File: config.mk
export PLATFORM = sky130hd
export DESIGN_NAME = laser_line_row_center_core_flat
export DESIGN_NICKNAME = d
export VERILOG_FILES = /design/src/design/llrc_pkg.sv /design/src/design/llrc_pix_if.sv /design/src/design/llrc_res_if.sv /design/src/design/llrc_ram.sv /design/src/design/llrc_front.sv /design/src/design/llrc_extract.sv /design/src/design/laser_line_row_center_core.sv /design/src/flat_wrapper.sv
export SDC_FILE = /design/constraint.sdc
export NUM_CORES = 2
export LEC_CHECK = 0
export BUFFER_PORTS_ARGS = -buffer_cell sky130_fd_sc_hd__buf_2
export CAP_MARGIN = 20
export CORE_ASPECT_RATIO = 0.6
export CORE_MARGIN = 2
export CORE_UTILIZATION = 45
export DETAILED_ROUTE_END_ITERATION = 8
export PLACE_DENSITY_LB_ADDON = 0.3
export SETUP_SLACK_MARGIN = 0.02
export SLEW_MARGIN = 20
export SYNTH_ARGS = -nofsm -noshare
export SYNTH_HDL_FRONTEND = slang
export SYNTH_SLANG_ARGS = --single-unit
File: constraint.sdc
create_clock -name clk -period 29.9 [get_ports clk]
set_input_delay 2.99 -clock clk [delete_from_list [all_inputs] [get_ports clk]]
set_output_delay 2.99 -clock clk [all_outputs]
set_load 0.02 [all_outputs]
File: src/design/llrc_pkg.sv
package llrc_pkg;

  // stream and register widths
  localparam int PIX_W      = 8;
  localparam int COL_W      = 12;
  localparam int IDX_W      = 11;
  localparam int ROW_W      = 12;
  localparam int LEN_W      = 7;
  localparam int CFG_W      = 12;
  localparam int CFG_IDX_W  = 1;

  localparam int MAX_WIDTH        = 2048;
  localparam int MAX_MODEL_LENGTH = 64;

  // ring of the last pixels of a row, each with its running row prefix sum
  localparam int RING_DEPTH = MAX_MODEL_LENGTH + 1;
  localparam int RING_AW    = $clog2(RING_DEPTH);
  localparam int SUM_W      = $clog2(MAX_WIDTH * 255 + 1);
  localparam int RAM_W      = PIX_W + SUM_W;

  localparam int WIN_W      = 14;
  localparam int PROD_W     = LEN_W + PIX_W;
  localparam int RESP_W     = 16;

  // register indexes
  localparam logic [CFG_IDX_W-1:0] REG_ROW_WIDTH    = 1'd0;
  localparam logic [CFG_IDX_W-1:0] REG_MODEL_LENGTH = 1'd1;

  localparam logic [CFG_W-1:0] ROW_WIDTH_RST    = 12'd640;
  localparam logic [LEN_W-1:0] MODEL_LENGTH_RST = 7'd8;

  // one pixel after the input register
  typedef struct packed {
    logic              clear;     // frame start: drop the row before this pixel
    logic              active;    // model length below width
    logic              resp_en;   // a response column is formed
    logic [IDX_W-1:0]  resp_col;
    logic              tail_en;   // row end: zero response of the first tail column
    logic [IDX_W-1:0]  tail_col;
    logic              last;
    logic [ROW_W-1:0]  row;
    logic [LEN_W-1:0]  len;
    logic [SUM_W-1:0]  prefix;
  } s1_t;

endpackage

File: src/design/llrc_pix_if.sv
interface llrc_pix_if import llrc_pkg::*; ();
  logic             valid;
  logic             ready;
  logic [PIX_W-1:0] pixel;
  logic             frame_start;

  modport source (output valid, output pixel, output frame_start, input ready);
  modport sink   (input valid, input pixel, input frame_start, output ready);
endinterface

File: src/design/llrc_res_if.sv
interface llrc_res_if import llrc_pkg::*; ();
  logic             valid;
  logic             ready;
  logic [ROW_W-1:0] row_index;
  logic [IDX_W-1:0] center_col;
  logic             found;

  modport source (output valid, output row_index, output center_col, output found,
                  input ready);
  modport sink   (input valid, input row_index, input center_col, input found,
                  output ready);
endinterface

File: src/design/llrc_ram.sv
module llrc_ram #(
  parameter int WIDTH = 8,
  parameter int DEPTH = 16
) (
  input  logic                     clk,
  input  logic                     we,
  input  logic [$clog2(DEPTH)-1:0] waddr,
  input  logic [WIDTH-1:0]         wdata,
  input  logic                     re,
  input  logic [$clog2(DEPTH)-1:0] raddr,
  output logic [WIDTH-1:0]         rdata
);

  logic [WIDTH-1:0] mem [DEPTH];

  always_ff @(posedge clk) begin
    if (we) begin
      mem[waddr] <= wdata;
    end
    if (re) begin
      rdata <= mem[raddr];
    end
  end

endmodule

File: src/design/llrc_front.sv
module llrc_front import llrc_pkg::*; (
  input  logic               clk,
  input  logic               rst_n,
  input  logic               accept,
  input  logic [PIX_W-1:0]   pixel,
  input  logic               frame_start,
  input  logic [COL_W-1:0]   width,
  input  logic [LEN_W-1:0]   len,
  input  logic               active,
  input  logic               stall,
  output s1_t                s1_r,
  output logic               s1_valid_r,
  output logic [RING_AW-1:0] ram_waddr,
  output logic [RAM_W-1:0]   ram_wdata,
  output logic [RING_AW-1:0] ram_raddr
);

  logic [COL_W-1:0]   col_r, col_nxt;
  logic [ROW_W-1:0]   row_r, row_nxt;
  logic [RING_AW-1:0] ptr_r, ptr_nxt;
  logic [SUM_W-1:0]   sum_r;

  logic [COL_W-1:0]   col;
  logic [ROW_W-1:0]   row;
  logic [RING_AW-1:0] ptr;
  logic [COL_W-1:0]   len_c;
  logic [COL_W-1:0]   resp_diff;
  logic [COL_W-1:0]   tail_diff;
  logic [RING_AW:0]   ptr_e, len_e, rd_e;
  logic               first;
  logic               last;
  s1_t                s1_nxt;

  always_comb begin
    first    = frame_start || (col_r == '0);
    col      = frame_start ? '0 : col_r;
    row      = frame_start ? '0 : row_r;
    ptr      = first ? '0 : ptr_r;
    len_c    = COL_W'(len);
    last     = col >= (width - COL_W'(1));

    resp_diff = col - len_c;
    tail_diff = width - len_c;

    // read address of column (col - len) modulo the ring depth
    ptr_e = (RING_AW+1)'(ptr);
    len_e = (RING_AW+1)'(len);
    if (ptr_e >= len_e) begin
      rd_e = ptr_e - len_e;
    end else begin
      rd_e = ptr_e + (RING_AW+1)'(RING_DEPTH) - len_e;
    end
    ram_raddr = rd_e[RING_AW-1:0];

    s1_nxt.clear    = frame_start;
    s1_nxt.active   = active;
    s1_nxt.resp_en  = active && (col >= len_c);
    s1_nxt.resp_col = resp_diff[IDX_W-1:0];
    s1_nxt.tail_en  = active && last && (len != '0);
    s1_nxt.tail_col = tail_diff[IDX_W-1:0];
    s1_nxt.last     = last;
    s1_nxt.row      = row;
    s1_nxt.len      = len;
    s1_nxt.prefix   = first ? SUM_W'(pixel) : sum_r + SUM_W'(pixel);

    ram_waddr = ptr;
    ram_wdata = {pixel, s1_nxt.prefix};

    col_nxt = last ? '0 : col + COL_W'(1);
    row_nxt = last ? row + ROW_W'(1) : row;
    if (last || (ptr == RING_AW'(RING_DEPTH - 1))) begin
      ptr_nxt = '0;
    end else begin
      ptr_nxt = ptr + RING_AW'(1);
    end
  end

  always_ff @(posedge clk) begin
    if (!rst_n) begin
      col_r      <= '0;
      row_r      <= '0;
      ptr_r      <= '0;
      sum_r      <= '0;
      s1_valid_r <= 1'b0;
    end else begin
      if (accept) begin
        col_r <= col_nxt;
        row_r <= row_nxt;
        ptr_r <= ptr_nxt;
        sum_r <= s1_nxt.prefix;
      end
      if (!stall) begin
        s1_valid_r <= accept;
      end
    end
  end

  always_ff @(posedge clk) begin
    if (accept) begin
      s1_r <= s1_nxt;
    end
  end

endmodule

File: src/design/llrc_extract.sv
module llrc_extract import llrc_pkg::*; (
  input  logic             clk,
  input  logic             rst_n,
  input  s1_t              s1,
  input  logic             s1_valid,
  input  logic [RAM_W-1:0] ram_rdata,
  output logic             stall,
  llrc_res_if.source       out_m
);

  typedef struct packed {
    logic signed [RESP_W-1:0] max_v;
    logic signed [RESP_W-1:0] min_v;
    logic [IDX_W-1:0]         max_c;
    logic [IDX_W-1:0]         min_c;
    logic                     max_set;
    logic                     min_set;
  } ext_t;

  function automatic ext_t take(ext_t e, logic [IDX_W-1:0] col,
                                logic signed [RESP_W-1:0] v);
    ext_t r;
    r = e;
    if (col == '0) begin
      // column 0 only seeds the running values
      r.max_v = v;
      r.min_v = v;
    end else begin
      if (v > e.max_v) begin
        r.max_v   = v;
        r.max_c   = col;
        r.max_set = 1'b1;
      end
      if (v < e.min_v) begin
        r.min_v   = v;
        r.min_c   = col;
        r.min_set = 1'b1;
      end
    end
    return r;
  endfunction

  ext_t ext_r, ext_nxt;
  ext_t e0, e1, e2;

  logic                     out_valid_r, out_valid_nxt;
  logic [ROW_W-1:0]         row_index_r;
  logic [IDX_W-1:0]         center_col_r;
  logic                     found_r;

  logic [PIX_W-1:0]         pix_j;
  logic [SUM_W-1:0]         prefix_j;
  logic [SUM_W-1:0]         win_full;
  logic [WIN_W-1:0]         win;
  logic [PROD_W-1:0]        prod;
  logic signed [RESP_W-1:0] resp;
  logic [IDX_W:0]           mid_sum;
  logic                     found;
  logic                     fire;

  always_comb begin
    {pix_j, prefix_j} = ram_rdata;
    // sum of the len pixels after column j, from two prefix sums
    win_full = s1.prefix - prefix_j;
    win      = win_full[WIN_W-1:0];
    prod     = PROD_W'(s1.len) * PROD_W'(pix_j);
    if (s1.len == '0) begin
      resp = '0;
    end else begin
      resp = $signed(RESP_W'(prod)) - $signed(RESP_W'(win));
    end

    e0 = s1.clear ? ext_t'('0) : ext_r;
    e1 = s1.resp_en ? take(e0, s1.resp_col, resp) : e0;
    e2 = s1.tail_en ? take(e1, s1.tail_col, '0) : e1;

    found   = s1.active && e2.max_set && e2.min_set;
    mid_sum = (IDX_W+1)'(e2.max_c) + (IDX_W+1)'(e2.min_c);

    stall = s1_valid && s1.last && out_valid_r && !out_m.ready;
    fire  = s1_valid && !stall;

    ext_nxt = ext_r;
    if (fire) begin
      ext_nxt = s1.last ? ext_t'('0) : e2;
    end

    out_valid_nxt = out_valid_r && !out_m.ready;
    if (fire && s1.last) begin
      out_valid_nxt = 1'b1;
    end
  end

  always_ff @(posedge clk) begin
    if (!rst_n) begin
      ext_r       <= '0;
      out_valid_r <= 1'b0;
    end else begin
      ext_r       <= ext_nxt;
      out_valid_r <= out_valid_nxt;
    end
  end

  always_ff @(posedge clk) begin
    if (fire && s1.last) begin
      row_index_r  <= s1.row;
      center_col_r <= found ? mid_sum[IDX_W:1] : '0;
      found_r      <= found;
    end
  end

  assign out_m.valid      = out_valid_r;
  assign out_m.row_index  = row_index_r;
  assign out_m.center_col = center_col_r;
  assign out_m.found      = found_r;

  a_row_end_result: assert property (@(posedge clk) disable iff (!rst_n)
    fire && s1.last |=> out_valid_r)
    else $error("row end did not load the result register");

  a_row_cleared: assert property (@(posedge clk) disable iff (!rst_n)
    fire && s1.last |=> !ext_r.max_set && !ext_r.min_set)
    else $error("extrema not cleared after row end");

  a_order: assert property (@(posedge clk) disable iff (!rst_n)
    ext_r.max_v >= ext_r.min_v)
    else $error("running maximum below running minimum");

  a_no_col0: assert property (@(posedge clk) disable iff (!rst_n)
    (ext_r.max_set |-> ext_r.max_c != '0) and (ext_r.min_set |-> ext_r.min_c != '0))
    else $error("column 0 recorded as an extremum column");

endmodule

File: src/design/laser_line_row_center_core.sv
// result path: the row's last pixel passes the input register (registered ring read
//   side by side), then its row result is loaded into the output register once free
// throughput: one pixel per cycle; only a held row result under back-pressure stalls
// reset: rst_n synchronous active low; clears counters, extrema, valids and sets
//   row_width to 640, model_length to 8; the pixel ring is not cleared
module laser_line_row_center_core import llrc_pkg::*; (
  input  logic                 clk,
  input  logic                 rst_n,
  llrc_pix_if.sink             in_s,
  llrc_res_if.source           out_m,
  input  logic                 cfg_we,
  input  logic [CFG_IDX_W-1:0] cfg_idx,
  input  logic [CFG_W-1:0]     cfg_data
);

  // configuration registers
  logic [CFG_W-1:0] row_width_r;
  logic [LEN_W-1:0] model_length_r;

  // clamped working values
  logic [COL_W-1:0] width;
  logic [LEN_W-1:0] len;
  logic             active;

  logic               accept;
  logic               stall;
  s1_t                s1;
  logic               s1_valid;
  logic [RING_AW-1:0] ram_waddr;
  logic [RING_AW-1:0] ram_raddr;
  logic [RAM_W-1:0]   ram_wdata;
  logic [RAM_W-1:0]   ram_rdata;

  always_ff @(posedge clk) begin
    if (!rst_n) begin
      row_width_r    <= ROW_WIDTH_RST;
      model_length_r <= MODEL_LENGTH_RST;
    end else if (cfg_we) begin
      unique case (cfg_idx)
        REG_ROW_WIDTH:    row_width_r    <= cfg_data;
        REG_MODEL_LENGTH: model_length_r <= cfg_data[LEN_W-1:0];
        default: ;
      endcase
    end
  end

  // width held to 2..MAX_WIDTH, model length to at most MAX_MODEL_LENGTH
  always_comb begin
    priority if (row_width_r < COL_W'(2)) begin
      width = COL_W'(2);
    end else if (row_width_r > COL_W'(MAX_WIDTH)) begin
      width = COL_W'(MAX_WIDTH);
    end else begin
      width = row_width_r;
    end
    if (model_length_r > LEN_W'(MAX_MODEL_LENGTH)) begin
      len = LEN_W'(MAX_MODEL_LENGTH);
    end else begin
      len = model_length_r;
    end
    // a model not shorter than the row forms no responses and gives no center
    active = COL_W'(len) < width;
  end

  // take a pixel unless a row end waits on a full result register
  assign in_s.ready = !stall;
  assign accept     = in_s.valid && in_s.ready;

  // input stage: column, row and ring pointer, prefix sum, ring write and read
  llrc_front u_front (
    .clk         (clk),
    .rst_n       (rst_n),
    .accept      (accept),
    .pixel       (in_s.pixel),
    .frame_start (in_s.frame_start),
    .width       (width),
    .len         (len),
    .active      (active),
    .stall       (stall),
    .s1_r        (s1),
    .s1_valid_r  (s1_valid),
    .ram_waddr   (ram_waddr),
    .ram_wdata   (ram_wdata),
    .ram_raddr   (ram_raddr)
  );

  // ring of {pixel, row prefix sum}, indexed by column modulo the ring depth;
  // every entry whose value is used was written earlier in the same row
  llrc_ram #(
    .WIDTH (RAM_W),
    .DEPTH (RING_DEPTH)
  ) u_ring (
    .clk   (clk),
    .we    (accept),
    .waddr (ram_waddr),
    .wdata (ram_wdata),
    .re    (accept),
    .raddr (ram_raddr),
    .rdata (ram_rdata)
  );

  // edge response, running extrema and the row result register
  llrc_extract u_extract (
    .clk       (clk),
    .rst_n     (rst_n),
    .s1        (s1),
    .s1_valid  (s1_valid),
    .ram_rdata (ram_rdata),
    .stall     (stall),
    .out_m     (out_m)
  );

endmodule

File: src/flat_wrapper.sv
// flat-port wrapper written by rule: the top's interface ports become plain ports
module laser_line_row_center_core_flat import llrc_pkg::*;
  (clk, rst_n, cfg_we, cfg_idx, cfg_data, in_s_valid, in_s_pixel, in_s_frame_start, in_s_ready, out_m_valid, out_m_row_index, out_m_center_col, out_m_found, out_m_ready);
  llrc_pix_if in_s_i ();
  llrc_res_if out_m_i ();
  input  logic clk;
  input  logic rst_n;
  input  logic cfg_we;
  input  logic [CFG_IDX_W-1:0] cfg_idx;
  input  logic [CFG_W-1:0] cfg_data;
  input wire logic [$bits(in_s_i.valid)-1:0] in_s_valid;
  input wire logic [$bits(in_s_i.pixel)-1:0] in_s_pixel;
  input wire logic [$bits(in_s_i.frame_start)-1:0] in_s_frame_start;
  output wire logic [$bits(in_s_i.ready)-1:0] in_s_ready;
  output wire logic [$bits(out_m_i.valid)-1:0] out_m_valid;
  output wire logic [$bits(out_m_i.row_index)-1:0] out_m_row_index;
  output wire logic [$bits(out_m_i.center_col)-1:0] out_m_center_col;
  output wire logic [$bits(out_m_i.found)-1:0] out_m_found;
  input wire logic [$bits(out_m_i.ready)-1:0] out_m_ready;
  assign in_s_i.valid = in_s_valid;
  assign in_s_i.pixel = in_s_pixel;
  assign in_s_i.frame_start = in_s_frame_start;
  assign in_s_ready = in_s_i.ready;
  assign out_m_valid = out_m_i.valid;
  assign out_m_row_index = out_m_i.row_index;
  assign out_m_center_col = out_m_i.center_col;
  assign out_m_found = out_m_i.found;
  assign out_m_i.ready = out_m_ready;
  laser_line_row_center_core u_core (.clk(clk), .rst_n(rst_n), .in_s(in_s_i), .out_m(out_m_i), .cfg_we(cfg_we), .cfg_idx(cfg_idx), .cfg_data(cfg_data));
endmodule
-- Word level (Yosys, flattened, before mapping)
Memories as Yosys holds them, arrays and structs flattened. A register that Yosys moved wholly into a read port is not among the register bits.
Index checks and enable logic that the tools add are counted.
- add/sub/neg operators: 13
- order comparisons: 11
- divide/modulo/power cells: 0
- reduce and logical (&&, ||, !) cells: 23
- muxes and demuxes: 35
- bitwise logic cells: 1
- multipliers: 1
- equality and inequality tests: 1
- shifts and indexed selects: 0
- operators with widths (kind ; count):
    56-bit 2-to-1 mux ; 4
    16-bit 2-to-1 mux ; 5
    12-bit 2-to-1 mux ; 6
    32-bit 2-to-1 mux ; 2
    24-bit 2-to-1 mux ; 2
    11-bit 2-to-1 mux ; 4
    7-bit 2-to-1 mux ; 4
    12-bit by 1-bit adder with 12-bit output, second input constant ; 2
    11-bit logical NOT ; 2
    11-bit by 7-bit subtractor with 11-bit output ; 2
    19-bit by 8-bit adder with 19-bit output ; 1
    19-bit 2-to-1 mux ; 1
    1-bit by 16-bit greater-than comparator with 1-bit output, first input constant ; 1
    16-bit greater-than comparator ; 1
    1-bit by 16-bit < comparator with 1-bit output, first input constant ; 1
    16-bit < comparator ; 1
    15-bit by 14-bit subtractor with 16-bit output ; 1
    7-bit by 8-bit multiplier with 15-bit output ; 1
    14-bit subtractor ; 1
    7-bit subtractor ; 2
    11-bit by 11-bit adder with 12-bit output ; 1
    12-bit greater-or-equal comparator ; 1
    12-bit by 7-bit greater-or-equal comparator with 1-bit output ; 1
    12-bit greater-than comparator, second input constant ; 1
    other kinds (17) ; 37
- output and inout port bits: 26
- ROM bits: 0
- memories kept: 1
- bits in latches: 0
- bits in writable memories: 1755
- word-level logic and storage cells: 113
- register bits: 211
- memory list (name ; words ; width ; read ports ; clocked after memory_dff ; write ports ; RTL line ; text):
    u_core.u_ring.mem ; 65 ; 27 ; 1 ; 1 ; 1 ; llrc_ram.sv:14 ; logic [WIDTH-1:0] mem [DEPTH];

-- Longest topological paths before layout
- depth after elaboration: 13
- gate-level depth with buffers: 59
- mapped depth without buffers: 57

-- Modules after synthesis
Synthesis repeated with hierarchy kept, for this count alone.
- cells, all modules: 5263
- area total of the unflattened synthesis: 85472.0 um^2
- modules (own cells, without submodules) (module ; times used ; cells each ; seq. area each (um^2) ; area an instance (um^2)):
    llrc_ram ; 1 ; 3305 ; 53511.3 ; 68508.2
    llrc_extract ; 1 ; 1035 ; 1861.8 ; 8444.3
    llrc_front ; 1 ; 786 ; 2972.9 ; 7472.2
    laser_line_row_center_core ; 1 ; 137 ; 380.4 ; 1047.3

-- Worst setup path after synthesis
No wires, ideal clock.
- kind: flip-flop to flip-flop
- start point: reg u_core.u_ring.rdata[1] (read register of u_core.u_ring.mem)
- end point: reg u_core.u_extract.center_col_r[9] (netlist: u_core.u_extract.out_m.center_col[9]) (data pin)
- path buffers: 1
- data required time: 29643 ps
- setup slack: 19556 ps
- arrival time: 10087 ps
- clock period less this slack: 10344 ps
- stages on the path, launching flop included: 55
- cells stage by stage: edfxtp_1 inv_1 ha_1 nor2b_1 o21ai_0 nand2b_1 a21o_1 a21o_1 a21o_1 a21o_1 a311oi_1 xor2_1 fa_1 inv_1 fa_1 inv_1 fa_1 inv_1 [19 not listed] a31oi_1 nand3b_1 or3_1 nand3_1 o211a_1 inv_1 fa_1 nor2b_1 o21ai_0 a21boi_0 o21ai_0 a21oi_1 o21ai_0 nand2b_1 a21o_1 a21oi_1 xor2_1 nor2_1
- word-level cells in the longest chain between the ends: 13
- RTL lines (item ; RTL line ; text):
    from (decl) ; llrc_ram.sv:11 ; output logic [WIDTH-1:0] rdata
    14-bit subtractor * ; llrc_extract.sv:64 ; win_full = s1.prefix - prefix_j;
    15-bit by 14-bit subtractor with 16-bit output * ; llrc_extract.sv:70 ; resp = $signed(RESP_W'(prod)) - $signed(RESP_W'(win));
    16-bit 2-to-1 mux * ; llrc_extract.sv:67 ; if (s1.len == '0) begin
    16-bit greater-than comparator ; llrc_extract.sv:29 ; if (v > e.max_v) begin
    16-bit 2-to-1 mux ; llrc_extract.sv:29 ;
    32-bit 2-to-1 mux ; llrc_extract.sv:24 ; if (col == '0) begin
    56-bit 2-to-1 mux * ; llrc_extract.sv:74 ; e1 = s1.resp_en ? take(e0, s1.resp_col, resp) : e0;
    1-bit by 16-bit greater-than comparator with 1-bit output ; llrc_extract.sv:29 ;
    1-bit 2-to-1 mux ; llrc_extract.sv:29 ;
    24-bit 2-to-1 mux ; llrc_extract.sv:24 ;
    56-bit 2-to-1 mux * ; llrc_extract.sv:75 ; e2 = s1.tail_en ? take(e1, s1.tail_col, '0) : e1;
    branches (longest 2 deep; another with 11-bit by 11-bit adder with 12-bit output) ; - ;
    to (signal assigned) ; llrc_extract.sv:107 ; center_col_r <= found ? mid_sum[IDX_W:1] : '0;
    to (decl) ; llrc_extract.sv:48 ; logic [IDX_W-1:0] center_col_r;
Mark *: on every way between the ends.
A chain may end at the register's enable or synchronous reset.

-- Worst setup path in the final report
Same ends and word-level chain as after synthesis.

==> flow_results.org <==
** Run status
- The flow ran to the end, and the final reports show no timing, DRC or antenna violations.

** STA
- Setup violation total in the final timing report :: 0
- The final hold violation count came to 0.
- Achievable frequency :: roughly 79 MHz
- Layout Skew :: 0.0400 ns
- For the pin with the worst max-slew slack, the measured transition is between 1 and 1.5 ns.
- Fin Setup TNS :: 0 ns
- The count of final max-slew check failures is 0.
- RSZ-0062 raised after global routing :: false
- After layout, the worst path uses 42.4% of the clock period.
- Time the final worst path needs with I/O delays and setup :: 12.68 ns
- Relative slew margins :: between 20% and 30%

** Yosys
- Post-synthesis instance area :: a little over 70000 um2
- Gate Count Post-Synth :: around 5600
- Of all flip-flops after synthesis, the portion carrying an async set or reset was 0%.
- Yosys printed 0 warnings.
- Number of unique standard cell types used by synthesis :: 89
- Net count after synthesis :: about 5800
- In this run, synthesis inferred around 1500 flip-flops with an integrated enable.
- In this run, synthesis produced a sequential element count of 1658.
- Most common flop cell mapped by yosys :: edfxtp_1
- Averaged over all synthesized cells, the footprint is 12.8 um2.
- Register area share after synthesis :: between 60% and 70%

** Route
- Routed len/inst :: about 27 um
- The detail route stage leaves a number of antenna-violating nets equal to 0.
- For this block, the via count after detailed routing is roughly 47000.
- The first routing iteration left 7754 violations.
- Post-DR vias/cell :: ~6.0
- After detailed routing, the total wire length is roughly 210000 um.
- In the routed design, unresolved DRC markers number 0.
- Detailed-router iteration count before antenna repair :: 8

** Clock tree
- The tree built by TritonCTS fans out to 1658 sinks.
- Hold repair after CTS inserted 0 buffers.
- Clock-pin slew was measured on the worst setup and hold paths at around 0.070 ns.
- Buffer depth of the longest clock path :: 3
- The H-tree was split into 4 levels.
- In this run, CTS created clock tree buffers numbering approximately 150.
- TritonCTS built the clock tree.
- Resized Gates After CTS :: 0
- The clock reaches the later pin of the worst-skew pair after roughly 0.79 ns.
- CTS Root Cell :: clkbuf_16
- The number of setup buffers added after CTS is 0.

** Power and ir drop
- PnR Total Power :: ~7.3 mW
- Peak supply drop :: 0.000150 V
- For this design the static power due to leakage is 27.4 nW.
- For this design the ratio of total power to cell area is 91.4 nW/um2.

** Worst setup path
- Counting both buffers and inverters, the worst setup path holds a total of 3.
- Startpoint-to-endpoint class of the critical path :: reg -> reg
- Cell class contributing the biggest share of worst-path delay :: compound AO/OA/AOI/OAI gates
- Stage delay of the slowest cell on the critical path :: between 0.8 and 0.9 ns
- At the worst endpoint, the required time is 30.42 ns.
- Slowest cell on the critical path :: a211oi_1
- The worst setup path is captured at a flop.
- CP Max Fanout :: 23
- Data arrival, critical path :: roughly 13 ns
- The worst setup path is launched from a flop.

** Floorplan
- The die is between 300 and 400 um tall.
- During I/O placement, the number of pins put on the boundary was 53.
- Core box area :: 158000 um2
- Row generation in the floorplan step produced approximately 110 rows.
- Effective utilization at floorplan :: between 40% and 50%
- Total die area :: ~160000 um2
- Horiz. Die Dim :: slightly above 500 um

** GRT
- Antenna violations before repair :: 25
- The number of global-route vias before repair was about 44000.
- GR Overflow Total :: 0
- Largest net degree at the start of global routing :: 132
- The first global-routing pass estimated 303000 um of wire.
- Global routing used between 20% and 30% of the available tracks across all layers.

** Placement
- Port Buffers :: 52
- Post-placement cell count :: approximately 7600
- The congestion estimate from routability-driven global placement came to roughly 0.91.
- Detailed placement finished with a half-perimeter wire length of ~120000 um.

** Final layout
- After the flow finishes, the layout carries non-filler instances totaling just under 8000.
- Relative to the synthesized area, the layout overhead comes to 10.8%.
- In the final layout, the multi-input gates occupy between 20000 and 25000 um2.
- The post-route netlist has around a tenth of its cells at a drive strength greater than 1.
- After filler insertion, the fill cell instance count of the layout stands at 13500.
- Final nets :: between 5000 and 6000
- Summing all flip-flop and latch instances after layout gives between 40000 and 50000 um2.

** Run
- Max-cap violations :: 0

** Hold path
- The tightest min-delay check is of the reg -> reg type.
cell families (layout without fill, tap and decap cells):
logic type	count (synthesis)	in the layout	share of synthesized area [%]
simple gates	2070	2070	12.7
flops	1658	1658	67.8
compound gates	992	992	9.35
buf+inv	471	605	2.91
fa+ha+maj	205	205	4.14
mux	118	118	2.14
xor+xnor	77	77	0.941
other cells	1	3	0.00523
sequential cells by signal, indices dropped and copies added (netlist names), 7 cells and up:
name	flops
u_core.u_front.s1_r	60
u_core.u_extract.out_m.center_col	11
u_core.u_front.sum_r	14
u_core.u_front.col_r	12
u_core.u_front.row_r	12
u_core.row_width_r	12
u_core.u_front.ptr_r	7
u_core.model_length_r	7
u_core.u_ring.mem	1430
u_core.u_extract.ext_r	56
u_core.u_extract.out_m.row_index	12
u_core.u_ring.rdata	22
placed cells by master, fill, tap and decap left out, types with 10 or more instances in the layout:
master and instances:
or3_1 16, nand2b_1 26, and2_1 50, xnor2_1 47
a22o_1 26, a22oi_1 70, nand4_1 24, nand3_1 278
clkinv_2 22, a21oi_1 247, bufinv_16 10, buf_4 127
o22ai_1 92, nor3_1 75, clkbuf_1 25, clkbuf_16 151
a311oi_1 23, a31oi_1 176, buf_2 52, nor2_1 208
o221ai_1 91, mux2i_1 84, a41oi_2 20, ha_1 151
fa_1 54, nand2_1 1117, nor2b_1 53, o21ai_0 81
dfxtp_1 122, nor2_4 30, edfxtp_1 1536, nor4_1 15
o211ai_1 48, xor2_1 30, clkinv_1 32, a21o_1 33
mux4_2 23, and3_1 86, nor2_2 41, inv_1 155
cell usage after synthesis, types with 23 or more instances:
| master | instances | area share (%) |
|---|---|---|
| xor2_1 | 30 | 0.37 |
| a311oi_1 | 24 | 0.29 |
| a22oi_1 | 70 | 0.73 |
| mux2i_1 | 85 | 1.2 |
| nand4_1 | 24 | 0.21 |
| fa_1 | 54 | 1.5 |
| o221ai_1 | 91 | 1.1 |
| buf_2 | 162 | 1.1 |
| a21o_1 | 33 | 0.35 |
| nand3_1 | 278 | 1.9 |
| xnor2_1 | 47 | 0.57 |
| clkbuf_1 | 108 | 0.57 |
| a22o_1 | 26 | 0.32 |
| a21oi_1 | 248 | 1.7 |
| o211ai_1 | 48 | 0.50 |
| ha_1 | 151 | 2.6 |
| edfxtp_1 | 1536 | 64 |
| nor2b_1 | 54 | 0.47 |
| inv_1 | 156 | 0.82 |
| nor2_1 | 279 | 1.5 |
| dfxtp_1 | 122 | 3.4 |
| nor3_1 | 76 | 0.53 |
| and3_1 | 86 | 0.75 |
| a31oi_1 | 177 | 1.5 |
| o21ai_0 | 87 | 0.61 |
| o22ai_1 | 92 | 0.80 |
| nand2_1 | 1118 | 5.9 |
| mux4_2 | 23 | 0.72 |
| nand2b_1 | 26 | 0.23 |
| and2_1 | 50 | 0.44 |
worst paths after layout:
check                           cells past startpoint                              endpoint                    start  slack, ns
worst max-delay path                               52  u_core.u_extract.out_m.center_col[9]   u_core.u_ring.rdata[1]      17.22
worst min-delay path                                0   u_core.u_extract.out_m.row_index[1]  u_core.u_front.s1_r[27]       0.41
worst max register to register                     52  u_core.u_extract.out_m.center_col[9]   u_core.u_ring.rdata[1]      17.22
worst min register to register                      0   u_core.u_extract.out_m.row_index[1]  u_core.u_front.s1_r[27]       0.41
layer usage:
layer / up-vias / part of all wire [%] / track usage (%)
li1: 20800 / - / -
met1: 23600 / 45 / 40.2
met2: 2773 / 39 / 32.9
met3: 211 / 15 / 8.41
met4: 2 / 1.5 / 5.15
met5: - / 0.0062 / 0
cell type report:
class | count | area share [%]
repair buffers | 183 | 1.63
clock buffers | 182 | 4.98
clock inverters | 82 | 1.03
inverters | 158 | 0.752
well taps | 2127 | 3.35
flip-flops and latches | 1658 | 61.2
multi-input cells | 3463 | 27.1
diodes | 2 | 0.00630
report_power, final:
group	internal [mW]	switching (mW)
registers	2.59	0.0335
logic	0.961	1.75
clock network	1.04	0.884
total	4.59	2.67
metrics by stage:
step           worst slack (ns)  util [%]  instance area, um2  hold slack, ns
4_1_cts                   17.49      50.2               79400           0.416
6_report                  17.22      50.2               79400           0.414
2_1_floorplan             19.56         -               71700           0.400
3_5_place_dp              17.56      47.2               74600           0.409
5_1_grt                   16.15      50.2               79400           0.423
3_3_place_gp              17.54      47.2               74600           0.406
Power figures use the tool's default switching activity.
